===== config.mk =====
export PLATFORM = sky130hd
export DESIGN_NAME = resp_command_parser_top
export DESIGN_NICKNAME = d
export VERILOG_FILES = /design/src/sv/rcp_pkg.sv /design/src/sv/resp_command_parser_top.sv
export SDC_FILE = /design/constraint.sdc
export NUM_CORES = 1
export LEC_CHECK = 0
export BUFFER_PORTS_ARGS = -buffer_cell sky130_fd_sc_hd__buf_2
export CAP_MARGIN = 10
export CORE_AREA = 2 2 251 179
export CTS_CLUSTER_DIAMETER = 200
export CTS_CLUSTER_SIZE = 30
export DETAILED_ROUTE_END_ITERATION = 8
export DIE_AREA = 0 0 253 181
export PLACE_DENSITY_LB_ADDON = 0.08
export SLEW_MARGIN = 20
export SYNTH_ARGS = -nofsm -noshare
export SYNTH_HDL_FRONTEND = slang
export SYNTH_SLANG_ARGS = --single-unit

===== constraint.sdc =====
create_clock -name clk -period 15.5 [get_ports clk]
set_input_delay 3.1 -clock clk [delete_from_list [all_inputs] [get_ports clk]]
set_output_delay 3.1 -clock clk [all_outputs]
set_load 0.02 [all_outputs]

===== src/sv/rcp_pkg.sv =====
// Package for the command parser: payload types, state encoding and byte codes.
package rcp_pkg;

  localparam int ARG_INDEX_BITS = 16;
  localparam int LENGTH_BITS    = 30;
  localparam int MAX_ARGS_BITS  = 16;
  localparam int CFG_IDX_BITS   = 2;

  localparam logic [7:0] CH_STAR   = 8'h2A;
  localparam logic [7:0] CH_DOLLAR = 8'h24;
  localparam logic [7:0] CH_CR     = 8'h0D;
  localparam logic [7:0] CH_LF     = 8'h0A;
  localparam logic [7:0] CH_ZERO   = 8'h30;
  localparam logic [7:0] CH_NINE   = 8'h39;

  localparam logic [CFG_IDX_BITS-1:0] CFG_MAX_ARGS     = 2'd0;
  localparam logic [CFG_IDX_BITS-1:0] CFG_MAX_BULK_LEN = 2'd1;

  localparam logic [MAX_ARGS_BITS-1:0] MAX_ARGS_RST     = 16'd1024;
  localparam logic [LENGTH_BITS-1:0]   MAX_BULK_LEN_RST = 30'd536870912;

  typedef enum logic [3:0] {
    PH_STAR,
    PH_CNT,
    PH_CNT_LF,
    PH_DOLLAR,
    PH_LEN,
    PH_LEN_LF,
    PH_DATA,
    PH_SKIP1,
    PH_SKIP2,
    PH_ERR
  } phase_t;

  typedef struct packed {
    logic [7:0] data_byte;
    logic       restart;
  } in_item_t;

  typedef struct packed {
    logic                      payload_valid;
    logic [7:0]                payload_byte;
    logic [ARG_INDEX_BITS-1:0] arg_index;
    logic                      arg_end;
    logic [LENGTH_BITS-1:0]    arg_length;
    logic                      command_end;
    logic [ARG_INDEX_BITS-1:0] arg_count;
    logic                      format_error;
  } out_item_t;

endpackage


===== src/sv/resp_command_parser_top.sv =====
// Top level of the command parser: byte-stream header decoder and argument framer.
// The parser takes one byte of the request stream per clock cycle; the header digit
// check, the times-ten accumulate and the limit compare all sit
// between the state registers and the output register, so the result of a byte appears
// on the out_ channel in the cycle after the byte is accepted. Bytes that finish nothing
// (markers, digits, CR, skipped trailer bytes) produce no out_ beat. The input stalls
// only while a result is held in the output register and the out_ side is stalling;
// otherwise a new byte is taken every cycle. After a format error every byte is dropped
// without a result until a byte arrives with restart set. Limits are written through
// the cfg_ port, which is always ready, and should only change while the parser is idle.
module resp_command_parser_top
  import rcp_pkg::*;
(
  input  logic                    clk,
  input  logic                    rst_n,
  input  logic                    in_valid,
  output logic                    in_stall,
  input  in_item_t                in_data,
  output logic                    out_valid,
  input  logic                    out_stall,
  output out_item_t               out_data,
  input  logic                    cfg_valid,
  output logic                    cfg_ready,
  input  logic [CFG_IDX_BITS-1:0] cfg_index,
  input  logic [LENGTH_BITS-1:0]  cfg_data
);

  localparam int ACC_BITS = LENGTH_BITS + 4;

  logic [MAX_ARGS_BITS-1:0]  max_args_r;
  logic [LENGTH_BITS-1:0]    max_bulk_r;

  phase_t                    phase_r, phase_nxt, ph;
  logic [LENGTH_BITS-1:0]    num_r, num_nxt, num;
  logic                      seen_r, seen_nxt, seen;
  logic [ARG_INDEX_BITS-1:0] total_r, total_nxt, total;
  logic [ARG_INDEX_BITS-1:0] done_r, done_nxt, done_cnt;
  logic [LENGTH_BITS-1:0]    left_r, left_nxt, left;
  logic [LENGTH_BITS-1:0]    curlen_r, curlen_nxt, curlen;

  logic                      out_valid_r;
  out_item_t                 out_data_r;
  out_item_t                 res;
  logic                      res_valid;

  logic                      in_acc;
  logic [7:0]                b;
  logic                      is_cr, is_digit, over, hdr_err;
  logic [ACC_BITS-1:0]       acc_sum, limit_ext;
  logic [LENGTH_BITS-1:0]    left_dec;
  logic [ARG_INDEX_BITS-1:0] done_inc;

  assign in_acc    = in_valid & ~in_stall;
  assign in_stall  = out_valid_r & out_stall;
  assign cfg_ready = 1'b1;
  assign out_valid = out_valid_r;
  assign out_data  = out_data_r;

  // Restart acts before the byte, so the byte is decoded against the start state.
  always_comb begin
    if (in_data.restart) begin
      ph       = PH_STAR;
      num      = '0;
      seen     = 1'b0;
      total    = '0;
      done_cnt = '0;
      left     = '0;
      curlen   = '0;
    end else begin
      ph       = phase_r;
      num      = num_r;
      seen     = seen_r;
      total    = total_r;
      done_cnt = done_r;
      left     = left_r;
      curlen   = curlen_r;
    end
  end

  assign b        = in_data.data_byte;
  assign is_cr    = (b == CH_CR);
  assign is_digit = (b >= CH_ZERO) && (b <= CH_NINE);
  assign acc_sum  = {1'b0, num, 3'b000} + {3'b000, num, 1'b0}
                  + {{(ACC_BITS-4){1'b0}}, b[3:0]};
  assign limit_ext = (ph == PH_CNT) ? {{(ACC_BITS-MAX_ARGS_BITS){1'b0}}, max_args_r}
                                    : {4'b0000, max_bulk_r};
  assign over     = acc_sum > limit_ext;
  assign hdr_err  = is_cr ? ~seen : (~is_digit | over);
  assign left_dec = left - 1'b1;
  assign done_inc = done_cnt + 1'b1;

  // Next state.
  always_comb begin
    phase_nxt  = ph;
    num_nxt    = num;
    seen_nxt   = seen;
    total_nxt  = total;
    done_nxt   = done_cnt;
    left_nxt   = left;
    curlen_nxt = curlen;
    unique case (ph)
      PH_STAR: begin
        if (b != CH_STAR) begin
          phase_nxt = PH_ERR;
        end else begin
          num_nxt   = '0;
          seen_nxt  = 1'b0;
          phase_nxt = PH_CNT;
        end
      end
      PH_CNT, PH_LEN: begin
        if (hdr_err) begin
          phase_nxt = PH_ERR;
        end else if (is_cr) begin
          phase_nxt = (ph == PH_CNT) ? PH_CNT_LF : PH_LEN_LF;
        end else begin
          num_nxt  = acc_sum[LENGTH_BITS-1:0];
          seen_nxt = 1'b1;
        end
      end
      PH_CNT_LF: begin
        if (b != CH_LF) begin
          phase_nxt = PH_ERR;
        end else begin
          total_nxt = num[ARG_INDEX_BITS-1:0];
          done_nxt  = '0;
          num_nxt   = '0;
          seen_nxt  = 1'b0;
          phase_nxt = (num[ARG_INDEX_BITS-1:0] == '0) ? PH_STAR : PH_DOLLAR;
        end
      end
      PH_DOLLAR: begin
        if (b != CH_DOLLAR) begin
          phase_nxt = PH_ERR;
        end else begin
          num_nxt   = '0;
          seen_nxt  = 1'b0;
          phase_nxt = PH_LEN;
        end
      end
      PH_LEN_LF: begin
        if (b != CH_LF) begin
          phase_nxt = PH_ERR;
        end else begin
          curlen_nxt = num;
          left_nxt   = num;
          num_nxt    = '0;
          seen_nxt   = 1'b0;
          phase_nxt  = (num == '0) ? PH_SKIP1 : PH_DATA;
        end
      end
      PH_DATA: begin
        left_nxt = left_dec;
        if (left_dec == '0) begin
          phase_nxt = PH_SKIP1;
        end
      end
      PH_SKIP1: begin
        phase_nxt = PH_SKIP2;
      end
      PH_SKIP2: begin
        done_nxt  = done_inc;
        phase_nxt = (done_inc >= total) ? PH_STAR : PH_DOLLAR;
      end
      PH_ERR: begin
        phase_nxt = PH_ERR;
      end
      default: begin
        phase_nxt = PH_ERR;
      end
    endcase
  end

  // Result of the byte, if any.
  always_comb begin
    res       = '0;
    res_valid = 1'b0;
    unique case (ph)
      PH_STAR, PH_DOLLAR: begin
        if (b != ((ph == PH_STAR) ? CH_STAR : CH_DOLLAR)) begin
          res.format_error = 1'b1;
          res_valid        = 1'b1;
        end
      end
      PH_CNT, PH_LEN: begin
        if (hdr_err) begin
          res.format_error = 1'b1;
          res_valid        = 1'b1;
        end
      end
      PH_CNT_LF: begin
        if (b != CH_LF) begin
          res.format_error = 1'b1;
          res_valid        = 1'b1;
        end else if (num[ARG_INDEX_BITS-1:0] == '0) begin
          res.command_end = 1'b1;
          res_valid       = 1'b1;
        end
      end
      PH_LEN_LF: begin
        if (b != CH_LF) begin
          res.format_error = 1'b1;
          res_valid        = 1'b1;
        end else if (num == '0) begin
          res.arg_index = done_cnt;
          res.arg_end   = 1'b1;
          res_valid     = 1'b1;
        end
      end
      PH_DATA: begin
        res.payload_valid = 1'b1;
        res.payload_byte  = b;
        res.arg_index     = done_cnt;
        if (left_dec == '0) begin
          res.arg_end    = 1'b1;
          res.arg_length = curlen;
        end
        res_valid = 1'b1;
      end
      PH_SKIP2: begin
        if (done_inc >= total) begin
          res.command_end = 1'b1;
          res.arg_count   = total;
          res_valid       = 1'b1;
        end
      end
      PH_SKIP1, PH_ERR: begin
        res_valid = 1'b0;
      end
      default: begin
        res_valid = 1'b0;
      end
    endcase
  end

  always_ff @(posedge clk) begin
    if (!rst_n) begin
      max_args_r  <= MAX_ARGS_RST;
      max_bulk_r  <= MAX_BULK_LEN_RST;
      phase_r     <= PH_STAR;
      num_r       <= '0;
      seen_r      <= 1'b0;
      total_r     <= '0;
      done_r      <= '0;
      left_r      <= '0;
      curlen_r    <= '0;
      out_valid_r <= 1'b0;
    end else begin
      if (cfg_valid && cfg_ready) begin
        if (cfg_index == CFG_MAX_ARGS) begin
          max_args_r <= cfg_data[MAX_ARGS_BITS-1:0];
        end else if (cfg_index == CFG_MAX_BULK_LEN) begin
          max_bulk_r <= cfg_data;
        end
      end
      if (in_acc) begin
        phase_r  <= phase_nxt;
        num_r    <= num_nxt;
        seen_r   <= seen_nxt;
        total_r  <= total_nxt;
        done_r   <= done_nxt;
        left_r   <= left_nxt;
        curlen_r <= curlen_nxt;
      end
      if (in_acc && res_valid) begin
        out_valid_r <= 1'b1;
      end else if (!out_stall) begin
        out_valid_r <= 1'b0;
      end
    end
  end

  always_ff @(posedge clk) begin
    if (in_acc && res_valid) begin
      out_data_r <= res;
    end
  end

endmodule


==> results.yml <==
status:
  status: "finished clean"
sta:
  worst-slew-pin-transition_ps: 1110
  maxSlewViolCount: 0
  rsz0062_at_grt: "no"
  fin_crit_ps: 10080
  setup_viol: 0
  hold_ws_ps: 460
  tns_ps: 0
  hold_viol_final: 0
  fmax_mhz: 99.2
  fin_skew_ps: 45.3
  max_slew_margin: 0.257
  min_period_over_period: 0.650
logic_synthesis:
  async_reset_ff_frac: 0
  synth_area_um2: 15000
  synthDistinctLibCells: 86
  yosysMostFrequentCell: "nand2_1"
  synth_common_cells: "nand2_1, dfxtp_1, nor2_1, a21oi_1, ha_1"
  synthFlopType: "dfxtp_1"
  syn_inst: 1767
  yosysWarningCount: 0
  synth_largest_area_cell: "dfxtp_1"
  seq_area_frac_synth: 0.381
  synth_fp_nets: 1922
  syn_area_per_cell_um2: 8.48
  synth_top_area_frac: 0.233
  synth_edf_count: 74
  synthTopCellsByArea: "dfxtp_1, edfxtp_1, ha_1, nand2_1, a21oi_1"
  ys_ff_latch: 248
detailed_routing:
  avgViaCountPerCell: 5.73
  postRouteAntennaNets: 0
  wl_per_cell_um: 22.2
  drc_errors: 0
  firstDrtPassIters: 5
  vias: 13673
  drt_iter0_markers: 1136
  wl_mm: 52.9
clock_network:
  cts.sinks: 248
  post_cts_buffers: 0
  cts_hold_buf: 0
  cts_buffer_depth: 3
  post_cts_resized: 0
  clk_latency_ps: 530
  worst_setup_hold_path_clk_slew_ps: 110
  cts_tree: "built"
  cts_buffers: 12
  root_buffer: "clkbuf_16"
  cts_max_level: 1
place:
  io_buffers: 121
  place_inst: 2367
  dpl.hpwl_mm: 39.5
  routabilityCongestion: 0.959
worst_setup_path:
  endpoint_kind: "register"
  slowest_delay_ps: 730
  crit_chain: "buf_4 -> buf_4 -> nor2b_1 -> ha_1 -> ha_1 -> inv_1 -> fa_1 -> nand2b_1 -> a21o_1 -> a31o_2 -> a221o_1 -> nand2_1 -> xor2_1 -> ha_1 -> nand4_1 -> or4_1 -> o211ai_1 -> o211ai_1 -> nand4b_1 -> or3_4 -> nand3_1 -> a21boi_4 -> buf_4"
  critPathBufInv: 4
  slowest_stage: "buf_4"
  cp_top_family: "simple AND/OR/NAND/NOR gates"
  cp.arrival_ps: 10240
  cp_data_required_time_ps: 15660
  critPathKind: "input pin to register"
  worst_setup_path_start_kind: "input pin"
  path_max_fanout: 74
global_routing:
  grt_start_max_net_pins: 75
  track_usage: 0.228
  antenna_found_initial: 5
  met3_usage: 0.0517
  grt_pass1_wl_mm: 80.6
  grt_pass1_vias: 12740
  use_met2: 0.320
  grt_use_met1: 0.355
  grt-busiest-layer: "met1"
  gr-total-overflow: 0
run:
  max_cap_violations: 0
layout:
  fin_cells: 2388
  nFillCells: 4425
  syn2layout_area_growth_pct: 9.77
  multiInputGateArea_um2: 8710
  drive_gt1_frac: 0.106
  seq_area_um2: 5710
  final_core_util: 0.380
  final_net_count: 1975
pwr:
  total_power_mw: 1.29
  ir_drop_uv: 56.0
  p_leak_nw: 6.49
  p_per_area_nw_per_um2: 78.4
floorplan:
  dieArea_um2: 45800
  num_rows: 64
  start_util: 0.346
  ios: 123
  core-area_um2: 43200
  die_h_um: 181
  die_x_um: 253
min_path:
  hold_path_class: "register to register"
## final cells by class
cell class,count,share of cell area
diodes,2,0.000304
clock buffers,18,0.0209
clock inverters,1,0.00183
inverters,32,0.00746
multi-input cells,1377,0.530
flip-flops and latches,248,0.347
well taps,561,0.0427
repair buffers,149,0.0502
## cell usage in the layout (no fill, tap or decap), drive strengths merged, types with 23 or more instances in the layout
master,instances
a21oi,158
buf,149
nand3,45
nor3,30
edfxtp,74
a21o,26
o21ai,92
dfxtp,174
ha,108
a211oi,25
nor4,25
inv,31
and2,64
a22oi,77
nand2,226
xor2,23
nor2b,55
nor2,167
## cells by family (layout without fill, tap and decap cells)
logic type / after synthesis / count (layout) / share of synthesized area
AO/OA/AOI/OAI: 513 / 513 / 0.222
XOR/XNOR: 45 / 45 / 0.0263
adder cells (fa/ha/maj): 109 / 109 / 0.0916
buffers and inverters: 142 / 200 / 0.0403
flip-flops: 248 / 248 / 0.381
multiplexers: 22 / 22 / 0.0147
other: 1 / 3 / 0.000250
AND/OR/NAND/NOR: 687 / 687 / 0.224
## report_power, final
part / total (mW) / switching (mW) / internal [mW]
Combinational: 0.189 / 0.131 / 0.0575
Clock: 0.393 / 0.232 / 0.161
Sequential: 0.707 / 0.0143 / 0.693
Total: 1.29 / 0.378 / 0.912
## layer usage
layer	share of wire	routed length, µm
met1	0.50	26700
met2	0.40	21400
met3	0.080	4230
met4	0.012	629
met5	0	0
## worst register-to-register path, delay by kind of cell, from the launching register on
kind / cells / cell delay (ps)
adder cells (fa/ha/maj): 3 / 1130
AO/OA/AOI/OAI: 12 / 2560
buffers and inverters: 1 / 360
XOR/XNOR: 1 / 180
AND/OR/NAND/NOR: 5 / 2010
flip-flops: 1 / 350
## through the flow
stage,instance area (µm²),worst slack [ps]
floorplan,15000,3100
global placement,16000,5130
detailed placement,16100,4970
CTS,16400,5490
global route,16400,4950
finish,16400,5420
## registers in the layout, indices dropped and copies added, names as in the netlist, 4 cells and up
signal	flops
phase_r	4
max_bulk_r	30
total_r	16
num_r	30
out_data	74
max_args_r	16
left_r	30
done_r	16
curlen_r	30
## final timing paths
check                              from                    endpoint  slack, ps  cells after the start
min          max_args_r[5]$_SDFFE_PN0P_  max_args_r[5]$_SDFFE_PN0P_        460                      2
max reg2reg      num_r[17]$_SDFFE_PN0P_  out_data[44]$_SDFFCE_PN0P_       8410                     22
min reg2reg  max_args_r[5]$_SDFFE_PN0P_  max_args_r[5]$_SDFFE_PN0P_        460                      2
max                          in_data[0]  out_data[44]$_SDFFCE_PN0P_       5420                     23
(Power assumes the default switching activity.)
